$ cat src/rtl/lgts_ram.sv
// Generic single-port-write, single-port-read RAM with a registered read.
// Depends on nothing.
`default_nettype none

module lgts_ram #(
  parameter int WIDTH = 8,
  parameter int DEPTH = 64
) (
  input  logic                     clk,
  input  logic                     we,
  input  logic [$clog2(DEPTH)-1:0] waddr,
  input  logic [WIDTH-1:0]         wdata,
  input  logic                     re,
  input  logic [$clog2(DEPTH)-1:0] raddr,
  output logic [WIDTH-1:0]         rdata
);

  logic [WIDTH-1:0] mem [DEPTH];

  always_ff @(posedge clk) begin
    if (we) begin
      mem[waddr] <= wdata;
    end
    if (re) begin
      rdata <= mem[raddr];
    end
  end

endmodule

`default_nettype wire

$ cat config.mk
export PLATFORM = sky130hd
export DESIGN_NAME = lgts_ram
export DESIGN_NICKNAME = d
export VERILOG_FILES = /design/src/rtl/lgts_ram.sv
export SDC_FILE = /design/constraint.sdc
export NUM_CORES = 1
export LEC_CHECK = 0
export ABC_CLOCK_PERIOD_IN_PS = 2330
export BUFFER_PORTS_ARGS = -buffer_cell sky130_fd_sc_hd__clkbuf_2
export CAP_MARGIN = 0
export CORE_MARGIN = 2
export CORE_UTILIZATION = 40
export DETAILED_ROUTE_END_ITERATION = 10
export PLACE_DENSITY_LB_ADDON = 0.25
export SYNTH_ARGS = -nofsm -noshare
export SYNTH_HDL_FRONTEND = slang
export SYNTH_SLANG_ARGS = --single-unit
$ cat constraint.sdc
create_clock -name clk -period 2.33 [get_ports clk]
set_clock_uncertainty 0.05 [all_clocks]
set_input_delay 0.3495 -clock clk [delete_from_list [all_inputs] [get_ports clk]]
set_output_delay 0.3495 -clock clk [all_outputs]
set_load 0.1 [all_outputs]
==> flow_summary.ini, run 1 <==
[setup_path]
endpoint_kind = flip-flop
crit_type = reg -> reg
worstPathArrival_ns = 2.54
r2r_slack_ns = 0.07
cp_slowest_stage_delay_ns = 0.49
required_ns = 2.60
critPathTopFamily = multiplexers
r2r_start = mem[29][4]
ff2ff_path_depth = 5
cp_num_buf_inv = 0
cpMaxStageDelayCell = mux4_2
r2r-end = rdata[4]
cp_max_fo = 1
worstPathCellList = mux4_2, mux2_2, o221a_2, nor3_1, o32ai_1
worst_setup_path_start_kind = flip-flop

[route]
post_drt_via_cell_ratio = 5.39
wire_per_inst_microns = 25.0
route.final.wire_length_microns = 46200
ant_nets = 0
drt-initial-drc-count = 846
drc = 0
vias = 9960
firstDrtPassIters = 5

[clocking]
cts_root_buffer = clkbuf_16
postCtsSetupBuffers = 0
cts_hold_buf = 0
clock_latency_ns = 0.60
numCtsBuffers = 53
cts_resized = 0
cts_tree = done
cts.sinks = 520
clk_pin_slew_ns = 0.06
clockBufferDepth = 3
h-tree-depth = 2

[synth]
async_reset_ff_share_pct = 0
synth_edf_count = 520
syn_avg_cell_area_sq_um = 21.5
ys_seq_area_share_pct = 77.1
synth-seq-cells = 520
synth_fp_nets = 963
synth_top_cell_area_share_pct = 77.1
yosysTopAreaCell = edfxtp_1
synth_top_flop_cell = edfxtp_1
ys_types = 39
synth_cells = 940
yosys_warnings = 0
synth.area.top_cells = edfxtp_1 77%, mux4_2 14%, nor2_1 1.5%, mux2i_1 1.1%, mux2_2 0.72%
synthesis.area_sq_um = 20200

[sta]
finalSetupTns_ns = 0
period_needed_ns = 2.26
rsz0062_at_grt = false
setup_viol = 0
tightest_slew_ns = 0.729
maxSlewViolCount = 0
finalHoldViolCount = 0
fmax_mhz = 442
min_period_over_period_pct = 97.1
holdWs_ns = 0.157
slew_headroom_pct = 51.4

[worst_hold_path]
hold_end = rdata[5]
min_from = re
min_path_cells = 1
hold_class = in -> reg

[floorplan]
die_area_sq_um = 52400
initial_core_util_pct = 40.4
fp-row-count = 82
coreArea_sq_um = 50100
die_h_microns = 229
die_w_microns = 229
io_pins = 31

[layout]
area_delta_synth_final_pct = 18.4
final_common_cell = edfxtp_1
layout_common_cells = 520 x edfxtp_1, 146 x buf_4, 126 x mux4_2
final_nets = 1155
drive_gt1_share_pct = 34.2
layout.cells.non_filler = 1847
post-route-util_pct = 47.9

[power]
p_leak_nw = 7.78
total_power_mw = 19.7
max-vdd-ir-drop_v = 0.000469
powerDensity_nw_per_um2 = 823

[grt]
grt_max_degree = 65
grt_first_pass_wirelength_microns = 68500
grt_pass1_vias = 10278
grtUsageTotal_pct = 17.9
overflow = 0
antenna_found_initial = 2

[job]
drv_cap = 0

[placement]
gp_congestion = 0.788
dpl.cell_count = 1749
io_buffers = 30
dpl.hpwl_microns = 30000

[status]
status = finished clean
-- through the flow --
stage / setup WS, ns / instance area, sq um
2_1_floorplan: 0.124 / 20200
3_3_place_gp: -0.473 / 22300
3_5_place_dp: -0.453 / 22300
4_1_cts: 0.0329 / 24000
5_1_grt: 0.0359 / 24000
6_report: 0.0683 / 24000
-- Yosys cell counts, types with 4 or more instances --
| master | n |
|---|---|
| buf_1 | 4 |
| buf_6 | 4 |
| mux2_2 | 13 |
| a221oi_1 | 6 |
| nand2_1 | 19 |
| buf_2 | 11 |
| nand3_1 | 13 |
| mux2i_1 | 23 |
| mux4_2 | 126 |
| nor2b_1 | 14 |
| nand2b_1 | 7 |
| a211oi_1 | 4 |
| o22ai_1 | 8 |
| clkbuf_1 | 17 |
| o221ai_1 | 8 |
| nor2_1 | 83 |
| nor3_1 | 7 |
| buf_4 | 13 |
| edfxtp_1 | 520 |
-- per-layer routing --
layer	wire length (microns)	track usage, %	share of wire (%)
met4	1350	6.21	2.9
met5	13	0	0.028
met2	21700	27.8	47
met1	20500	25.4	44
met3	2700	3.60	5.8
-- layout make-up --
cell class | instances | area (sq um)
Tap cell | 672 | 841
Clock buffer | 67 | 1420
Fill cell | 4209 | 26100
Antenna cell | 1 | 2.50
Sequential cell | 520 | 15600
Multi-Input combinational cell | 369 | 4320
Timing Repair Buffer | 188 | 1530
Clock inverter | 30 | 251
-- worst max path at each step --
| stage | from | cells past startpoint | endpoint | slack (ns) |
|---|---|---|---|---|
| floorplan | raddr[1] | 7 | rdata[3] | 0.12 |
| global placement | raddr[0] | 6 | rdata[7] | -0.47 |
| detailed placement | raddr[0] | 6 | rdata[7] | -0.45 |
| CTS | mem[29][4] | 5 | rdata[4] | 0.03 |
| global route | mem[25][4] | 5 | rdata[4] | 0.04 |
| finish | mem[29][4] | 5 | rdata[4] | 0.07 |
-- kinds of logic after synthesis --
logic type | synth area share, %
flip-flops | 77.1
multiplexers | 15.9
AND/OR/NAND/NOR | 3.37
AO/OA/AOI/OAI | 2.06
buffers and inverters | 1.56
-- state kept, by name, indices dropped and copies added (netlist names) --
register  count
rdata         8
mem         512
-- power breakdown --
| part | internal, mW | switching (mW) |
|---|---|---|
| Combinational | 0.447 | 0.703 |
| Sequential | 10.4 | 0.0263 |
| Clock | 4.75 | 3.44 |
Power figures use the tool's default switching activity.
==> inputs of run 2 (changes only) <==
- CELL_PAD_IN_SITES_DETAIL_PLACEMENT: unset -> 1
- CELL_PAD_IN_SITES_GLOBAL_PLACEMENT: unset -> 1
==> run 2 against run 1 <==
Sequential share of layout area decreased by 0.41 points. Final cell count increased by 0.81%. Largest cell class unchanged. Maximum frequency grew 0.87%. Wire length grew 11%. Largest power group unchanged. Critical endpoint unchanged.
==> flow_summary.ini, run 2 (synthesis results as in run 1) <==
[floorplan]
coreArea_sq_um = 50100
die_w_microns = 229
die_h_microns = 229
io_pins = 31
fp-row-count = 82
die_area_sq_um = 52400
initial_core_util_pct = 40.4

[layout]
final_common_cell = edfxtp_1
final_nets = 1168
regMostFlops = mem
top_regs = mem x512, rdata x8
layout.cells.non_filler = 1862
area_delta_synth_final_pct = 19.1
largest_reg_flops = 512
post-route-util_pct = 48.2
drive_gt1_share_pct = 35.3
layout_common_cells = 520 x edfxtp_1, 156 x buf_4, 126 x mux4_2

[placement]
io_buffers = 30
gp_congestion = 0.775
dpl.hpwl_microns = 33100
dpl.cell_count = 1760
dp_slack_ns = -0.316

[route]
ant_nets = 0
met2WireLength_microns = 25000
route.top_layer_used = met5
drc = 0
vias = 10171
met1_length_microns = 22100
post_drt_via_cell_ratio = 5.46
firstDrtPassIters = 5
route.final.wire_length_microns = 51100
met3_wirelength_microns = 2620
wire_per_inst_microns = 27.4
drt-initial-drc-count = 735

[clocking]
cts_tree = done
clock_latency_ns = 0.60
clk_pin_slew_ns = 0.06
cts.sinks = 520
numCtsBuffers = 54
clockBufferDepth = 3
h-tree-depth = 2
cts_root_buffer = clkbuf_16
postCtsSetupBuffers = 0

[job]
drv_cap = 0

[setup_path]
endpoint_kind = flip-flop
required_ns = 2.61
crit_type = reg -> reg
worstPathArrival_ns = 2.53
worst_setup_path_start_kind = flip-flop
cp_max_fo = 1
r2r_slack_ns = 0.09

[power]
max-vdd-ir-drop_v = 0.000467
switching_share_pct = 21.7
p_int_mw = 15.7
p_leak_nw = 7.87
p_sw_mw = 4.36
seqPwrFrac_pct = 51.8
combPwrFrac_pct = 6.0
clockPowerShare_pct = 42.2
total_power_mw = 20.1
powerDensity_nw_per_um2 = 832

[sta]
finalHoldViolCount = 0
period_needed_ns = 2.24
slew_headroom_pct = 48.8
tightest_slew_ns = 0.769
maxSlewViolCount = 0
min_period_over_period_pct = 96.2
setup_viol = 0
final.setup.worst_slack_ns = 0.0880
rsz0062_at_grt = false
holdWs_ns = 0.149
fmax_mhz = 446

[grt]
grtUsageTotal_pct = 19.9
grt_first_pass_wirelength_microns = 75800
overflow = 0
antenna_found_initial = 2
grt_max_degree = 65
grt_pass1_vias = 10828

[worst_hold_path]
hold_class = in -> reg

[status]
status = finished clean
==> run 2: cell count changes in the layout (fill, tap and decap cells not counted) <==
cell,change
clkinv_4,-1
buf_4,+10
clkinvlp_4,+2
dlygate4sd3_1,+1
bufinv_16,+1
clkbuf_1,-1
clkinv_2,+5
clkinv_1,-3
buf_12,+1
==> run 2: final cells by class <==
cell class | count | area, sq um
Timing Repair Buffer | 200 | 1630
Tap cell | 672 | 841
Multi-Input combinational cell | 369 | 4320
Clock inverter | 34 | 302
Antenna cell | 1 | 2.50
Fill cell | 4611 | 25900
Sequential cell | 520 | 15600
Clock buffer | 66 | 1420
==> run 2: repair_timing <==
action | CTS | global route
hold endpoints to repair | 1 | 0
hold buffers | 1 | 0
resized for setup | 0 | 0
==> run 2: critical path, stage by stage (launching register included) <==
cell and delay (ns):
edfxtp_1 0.37, mux4_2 0.51, mux2_2 0.28, o221a_2 0.29
nor3_1 0.25, buf_4 0.15, o32ai_1 0.09
==> run 2: per-stage QoR <==
stage | instance area, sq um | setup TNS [ns]
global placement | 22400 | -1.85
global route | 24100 | 0
CTS | 24100 | 0
finish | 24100 | 0
detailed placement | 22400 | -2.00
floorplan | 20200 | 0
==> run 2: power groups by stage <==
| stage | Sequential (mW) | Clock [mW] | Combinational, mW |
|---|---|---|---|
| 6_report | 10.4 | 8.47 | 1.20 |
| 5_1_grt | 10.4 | 8.99 | 1.28 |
| 4_1_cts | 10.4 | 8.65 | 1.22 |
| 3_5_place_dp | 10.6 | 0 | 1.22 |
| 3_3_place_gp | 10.6 | 0 | 1.19 |
| 2_1_floorplan | 10.7 | 0 | 0.552 |
==> run 2: worst paths after layout <==
check             start  endpoint  depth (start not counted)
max          mem[21][4]  rdata[4]                          6
min                  re  rdata[1]                          1
max reg2reg  mem[21][4]  rdata[4]                          6
min reg2reg  mem[22][0]  rdata[0]                          4
==> run 2: routing by layer <==
layer | up-vias | GRT usage, %
met2 | 256 | 32.3
met3 | 79 | 3.81
met4 | 2 | 6.03
met1 | 5493 | 27.5
li1 | 4341 | -
met5 | - | 0
