===== src/rtl/lgts_pkg.sv =====
// Package of the LDA topic sampler: sizes, item types, codes and state enums.
// Used by every module of the block but lgts_ram; depends on nothing.
`default_nettype none

package lgts_pkg;

  localparam int NUM_TOPICS = 64;
  localparam int NUM_DOCS   = 1024;
  localparam int VOCAB_SIZE = 4096;
  localparam int COUNT_BITS = 20;
  localparam int TOTAL_BITS = 24;
  localparam int FRAC       = 16;

  localparam int PRIOR_W  = 24;
  localparam int VOCAB_W  = 13;
  localparam int TOPICS_W = 7;
  localparam int DOC_W    = 10;
  localparam int WORDID_W = 13;
  localparam int TOPIC_W  = 6;
  localparam int RAND_W   = 32;
  localparam int WGT_W    = 32;

  localparam int ZW = $clog2(NUM_TOPICS);
  localparam int KW = $clog2(NUM_TOPICS + 1);
  localparam int WW = $clog2(VOCAB_SIZE);

  localparam int DOC_DEPTH  = NUM_DOCS * NUM_TOPICS;
  localparam int WORD_DEPTH = NUM_TOPICS * VOCAB_SIZE;
  localparam int DTA_W      = $clog2(DOC_DEPTH);
  localparam int TWA_W      = $clog2(WORD_DEPTH);
  localparam int CLR_DEPTH  = (WORD_DEPTH > DOC_DEPTH) ?
                              ((WORD_DEPTH > NUM_TOPICS) ? WORD_DEPTH : NUM_TOPICS) :
                              ((DOC_DEPTH > NUM_TOPICS) ? DOC_DEPTH : NUM_TOPICS);
  localparam int CLR_W      = $clog2(CLR_DEPTH);

  // Operand widths of one weight: A and B in Q.16, D in Q.16, product of A and B.
  localparam int VB_W  = VOCAB_W + PRIOR_W;
  localparam int OPW   = COUNT_BITS + FRAC + 1;
  localparam int DW    = TOTAL_BITS + FRAC + 1;
  localparam int PW    = 2 * OPW;
  localparam int HLW   = (OPW + 1) / 2;
  localparam int DCNT_W = $clog2(WGT_W);

  // Sum of all weights and the threshold product.
  localparam int TW    = WGT_W + ZW;
  localparam int TLW   = (TW + 1) / 2;
  localparam int THR_W = RAND_W + TW;

  localparam logic FUNC_ASSIGN   = 1'b0;
  localparam logic FUNC_RESAMPLE = 1'b1;
  localparam logic STATUS_OK     = 1'b0;
  localparam logic STATUS_REJECT = 1'b1;

  typedef enum logic [1:0] {
    REG_ALPHA,
    REG_BETA,
    REG_VOCAB,
    REG_TOPICS
  } reg_idx_t;

  typedef struct packed {
    logic                func;
    logic [DOC_W-1:0]    doc_index;
    logic [WORDID_W-1:0] word_id;
    logic [TOPIC_W-1:0]  old_topic;
    logic [RAND_W-1:0]   random_u;
  } in_item_t;

  typedef struct packed {
    logic [TOPIC_W-1:0] new_topic;
    logic               status;
  } out_item_t;

  typedef struct packed {
    logic [COUNT_BITS-1:0] doc_cnt;
    logic [COUNT_BITS-1:0] word_cnt;
    logic [TOTAL_BITS-1:0] tot_cnt;
    logic [PRIOR_W-1:0]    alpha;
    logic [PRIOR_W-1:0]    beta;
    logic [VB_W-1:0]       vbeta;
  } wgt_req_t;

  typedef enum logic [3:0] {
    S_CLEAR,
    S_IDLE,
    S_CHECK,
    S_OLD_CHK,
    S_SCAN_RD,
    S_SCAN_LOAD,
    S_SCAN_WAIT,
    S_THR0,
    S_THR1,
    S_PICK_RD,
    S_PICK_CHK,
    S_ADD_RD,
    S_ADD_WR,
    S_FIN
  } seq_state_t;

  typedef enum logic [1:0] {
    W_IDLE,
    W_MUL,
    W_SAT,
    W_DIV
  } wgt_state_t;

endpackage

`default_nettype wire


===== src/rtl/lgts_weight.sv =====
// Weight unit: floor(A*B/D) saturated to 32 bits, by partial products and a
// restoring division that yields one quotient bit per cycle. Uses lgts_pkg.
`default_nettype none

module lgts_weight (
  input  logic                      clk,
  input  logic                      rst,
  input  logic                      start,
  input  lgts_pkg::wgt_req_t        req,
  output logic                      done,
  output logic [lgts_pkg::WGT_W-1:0] weight
);

  localparam int OPW  = lgts_pkg::OPW;
  localparam int DW   = lgts_pkg::DW;
  localparam int PW   = lgts_pkg::PW;
  localparam int HLW  = lgts_pkg::HLW;
  localparam int WGT_W = lgts_pkg::WGT_W;
  localparam int CW   = lgts_pkg::DCNT_W;

  lgts_pkg::wgt_state_t state, state_next;

  logic [OPW-1:0]   a_op, b_op;
  logic [DW-1:0]    d_op;
  logic [PW-1:0]    acc;
  logic [DW-1:0]    rem;
  logic [WGT_W-1:0] qlo;
  logic [CW-1:0]    cnt;

  logic [OPW-1:0]   a_in, b_in;
  logic [DW-1:0]    d_in;
  logic [HLW-1:0]   ah, bh;
  logic [2*HLW-1:0] pp;
  logic [PW-1:0]    pp_sh;
  logic [DW:0]      rem2;
  logic             ge;
  logic             sat;
  logic             mul_last, div_last;

  assign a_in = OPW'(req.alpha) + (OPW'(req.doc_cnt) << lgts_pkg::FRAC);
  assign b_in = OPW'(req.beta) + (OPW'(req.word_cnt) << lgts_pkg::FRAC);
  assign d_in = (DW'(req.tot_cnt) << lgts_pkg::FRAC) + DW'(req.vbeta);

  // Step 0 takes low by low, steps 1 and 2 the cross terms, step 3 high by high.
  assign ah = cnt[1] ? HLW'(a_op >> HLW) : a_op[HLW-1:0];
  assign bh = cnt[0] ? HLW'(b_op >> HLW) : b_op[HLW-1:0];
  assign pp = ah * bh;

  always_comb begin
    case (cnt[1:0])
      2'd0:    pp_sh = PW'(pp);
      2'd3:    pp_sh = PW'(pp) << (2 * HLW);
      default: pp_sh = PW'(pp) << HLW;
    endcase
  end

  // The quotient needs more than 32 bits exactly when the upper part reaches D.
  assign sat  = (acc >> WGT_W) >= PW'(d_op);
  assign rem2 = {rem, qlo[WGT_W-1]};
  assign ge   = rem2 >= {1'b0, d_op};

  always_comb begin
    case (state)
      lgts_pkg::W_IDLE:  state_next = start ? lgts_pkg::W_MUL : lgts_pkg::W_IDLE;
      lgts_pkg::W_MUL:   state_next = mul_last ? lgts_pkg::W_SAT : lgts_pkg::W_MUL;
      lgts_pkg::W_SAT:   state_next = sat ? lgts_pkg::W_IDLE : lgts_pkg::W_DIV;
      lgts_pkg::W_DIV:   state_next = div_last ? lgts_pkg::W_IDLE : lgts_pkg::W_DIV;
      default: state_next = lgts_pkg::W_IDLE;
    endcase
  end

  always_comb begin
    mul_last = 1'b0;
    div_last = 1'b0;
    case (state)
      lgts_pkg::W_MUL:   mul_last = (cnt[1:0] == 2'd3);
      lgts_pkg::W_DIV:   div_last = (cnt == '0);
      default: ;
    endcase
  end

  always_ff @(posedge clk) begin
    if (rst) begin
      state <= lgts_pkg::W_IDLE;
      done  <= 1'b0;
    end else begin
      state <= state_next;
      done  <= ((state == lgts_pkg::W_SAT) && sat) || div_last;
    end
  end

  always_ff @(posedge clk) begin
    case (state)
      lgts_pkg::W_IDLE: begin
        a_op <= a_in;
        b_op <= b_in;
        d_op <= d_in;
        acc  <= '0;
        cnt  <= '0;
      end
      lgts_pkg::W_MUL: begin
        acc <= acc + pp_sh;
        cnt <= cnt + CW'(1);
      end
      lgts_pkg::W_SAT: begin
        rem <= DW'(acc >> WGT_W);
        qlo <= acc[WGT_W-1:0];
        cnt <= CW'(WGT_W - 1);
        if (sat) begin
          weight <= '1;
        end
      end
      lgts_pkg::W_DIV: begin
        rem <= ge ? DW'(rem2 - {1'b0, d_op}) : rem2[DW-1:0];
        qlo <= {qlo[WGT_W-2:0], ge};
        cnt <= cnt - CW'(1);
        if (div_last) begin
          weight <= {qlo[WGT_W-2:0], ge};
        end
      end
      default: ;
    endcase
  end

endmodule

`default_nettype wire


===== config.mk =====
export PLATFORM = sky130hd
export DESIGN_NAME = lgts_weight
export DESIGN_NICKNAME = d
export VERILOG_FILES = /design/src/rtl/lgts_pkg.sv /design/src/rtl/lgts_weight.sv
export SDC_FILE = /design/constraint.sdc
export NUM_CORES = 2
export LEC_CHECK = 0
export BUFFER_PORTS_ARGS = -buffer_cell sky130_fd_sc_hd__buf_2
export CAP_MARGIN = 10
export CELL_PAD_IN_SITES_DETAIL_PLACEMENT = 1
export CELL_PAD_IN_SITES_GLOBAL_PLACEMENT = 2
export CORE_ASPECT_RATIO = 1.5
export CORE_UTILIZATION = 40
export DETAILED_ROUTE_END_ITERATION = 12
export PLACE_DENSITY = 0.79
export REMOVE_ABC_BUFFERS = 1
export SLEW_MARGIN = 25
export SYNTH_ARGS = -nofsm -noshare
export SYNTH_HDL_FRONTEND = slang
export SYNTH_SLANG_ARGS = --single-unit

===== constraint.sdc =====
create_clock -name clk -period 11.3 [get_ports clk]
set_input_delay 0.565 -clock clk [delete_from_list [all_inputs] [get_ports clk]]
set_output_delay 0.565 -clock clk [all_outputs]
set_load 0.01 [all_outputs]

==> reports/results.ini <==
[run_status]
outcome=completed

[sta]
max_freq_mhz=93.38
timing.final.ws_setup_ns=0.5915
tightestPinTransition_ns=0.9834
rsz0062_at_grt=no
slew_headroom_pct=33.94
finalCritPeriodShare_pct=94.77
min_period_ns=10.71
slew_violations=0
finalSetupTns_ns=0
finalSetupViolCount=0
clock_skew_ns=0.02240
finalHoldViolCount=0

[clock_tree]
cts_resized=0
cts-root-buf=clkbuf_16
cts_setup_buffers=0
cts_htree_levels=2
clk_latency_ns=0.59
numCtsBuffers=38
clk_pin_slew_ns=0.07
hold_buffers=0
cts_sinks=302
clockBufferDepth=3
cts_tree=done

[logic_synthesis]
syn_area_per_cell_um2=9.110
synth_seq_cells=302
ys_seq_area_share_pct=26.69
synthCells=3697
synth_top_family_by_area=adder cells
synth_compound_area_share_pct=14.18
synthXorXnorAreaFrac_pct=4.603
synth.area.top_cells=edfxtp_1 26%, fa_1 17%, ha_1 12%
syn-cell-area_um2=33680
synthSimpleGateAreaFrac_pct=15.49
synth_top_area_share_pct=26.21
ys_types=87
yosys_most_used_dff=edfxtp_1
yosys.area_share.adder_pct=29.36
async_flop_share_pct=0
synth_mux_area_share_pct=2.645
yosysWarnings=0
synth_edf_count=294
synth_top_area_cell=edfxtp_1

[critical_path]
cp-end-kind=register
critPathKind=reg -> reg
cp.required_ns=11.63
startpoint_type=register
cp.arrival_ns=11.04
critPathMaxFanout=19
crit_slowest_cell=dfxtp_2
critical-path-max-stage-delay_ns=0.69

[route]
avgViaCountPerCell=5.491
drtIter0Drc=1236
drt_wl_total_um=113200
drtAntennaViolNets=0
first_pass_iters=5
wl_per_cell_um=22.61
vias=27491
drc_errors=0

[placed_design]
gp_congestion=0.9672
dp_slack_ns=0.5156
dpl.hpwl_um=93680
port_buffers=184

[floorplan]
initial_core_util_pct=40.28
die_w_um=238.9
dieArea_um2=85390
rows=130
core_um2=83610
io_pins=185
die_height_um=357.4

[global_route]
grt_max_degree=86
grt_pass1_wl_um=173900
grt_util_all_layers_pct=26.85
gr-total-overflow=0
grt_pass1_vias=30080
antenna_found_initial=1

[finish]
n_antenna_cell=0
layout.nets=4624
drive_above_1_share_pct=10.66
layout_commonest_cell=inv_1
final_cell_mix=486 x inv_1, 424 x nand2_1, 395 x nor2_1
area_growth_pct=10.73

[hold_path]
hold_path_class=in -> reg

[job]
max_cap_violations=0

## metrics by stage
step / area [µm²] / std cells / hold slack [ns] / util [%]
after floorplan: 33150 / 3567 / 0.5015 / -
after global placement: 36020 / 4939 / 0.5197 / 43.09
after detailed placement: 36020 / 4939 / 0.5248 / 43.09
after CTS: 37260 / 5006 / 0.1207 / 44.57
after global routing: 37290 / 5007 / 0.1268 / 44.60
final: 37290 / 5007 / 0.1489 / 44.60
## critical path, delay by kind of cell (launching register included)
family / cells / cell delay (ns)
buf+inv: 6 / 0.67
xor+xnor: 1 / 0.25
mux: 2 / 0.94
fa+ha+maj: 8 / 3.45
compound gates: 11 / 3.02
simple gates: 6 / 1.41
flops: 1 / 0.69
## sequential cells by signal, summed over array words and instances (netlist names)
signal and flops:
qlo 32, acc 74, a_op 37, d_op 41, b_op 37, rem 41
done 1, weight 32, cnt 5, state 2
## final timing paths
check / startpoint / depth (start not counted) / slack (ns) / to
max: cnt[0] / 34 / 0.59 / acc[73]
min: req[75] / 1 / 0.15 / a_op[14]
max reg2reg: cnt[0] / 34 / 0.59 / acc[73]
min reg2reg: qlo[13] / 2 / 0.53 / qlo[14]
## cells by family (layout without fill, tap and decap cells)
group / count (synthesis) / count (layout)
multiplexers: 85 / 85
buffers and inverters: 618 / 806
AO/OA/AOI/OAI: 735 / 735
flip-flops: 302 / 302
AND/OR/NAND/NOR: 1166 / 1166
adder cells (fa/ha/maj): 614 / 614
XOR/XNOR: 177 / 177
## metal layers
| metal | global-route usage (%) | share of wire, % |
|---|---|---|
| met2 | 51.41 | 53 |
| met1 | 27.98 | 37 |
| met3 | 2.994 | 3.4 |
| met5 | 0 | 0.0071 |
| met4 | 15.53 | 6.5 |
## cells in the mapped netlist, types with 24 or more instances
master	n
inv_1	488
nand3_1	48
nor3_1	30
fa_1	294
o21bai_1	31
and3_1	32
and2_1	39
o21ai_0	131
nand2_1	426
or2_2	37
edfxtp_1	294
mux2i_1	53
nor2_1	397
nand4_1	46
mux2_2	31
xnor2_1	106
nor2b_1	31
o21a_1	26
a211oi_1	24
xor2_1	71
a21o_1	111
a21oi_1	224
clkbuf_1	93
ha_1	320
## layout make-up
| class | instances | area (µm²) |
|---|---|---|
| well taps | 1122 | 1404 |
| fillers | 9881 | 46310 |
| multi-input cells | 2777 | 22360 |
| clock buffers | 44 | 1005 |
| flip-flops and latches | 302 | 8995 |
| repair buffers | 251 | 1456 |
| clock inverters | 23 | 236.5 |
| inverters | 488 | 1832 |
Power is not shown: default switching activity piles up to over one toggle a cycle in this logic, so the estimate is an artifact.
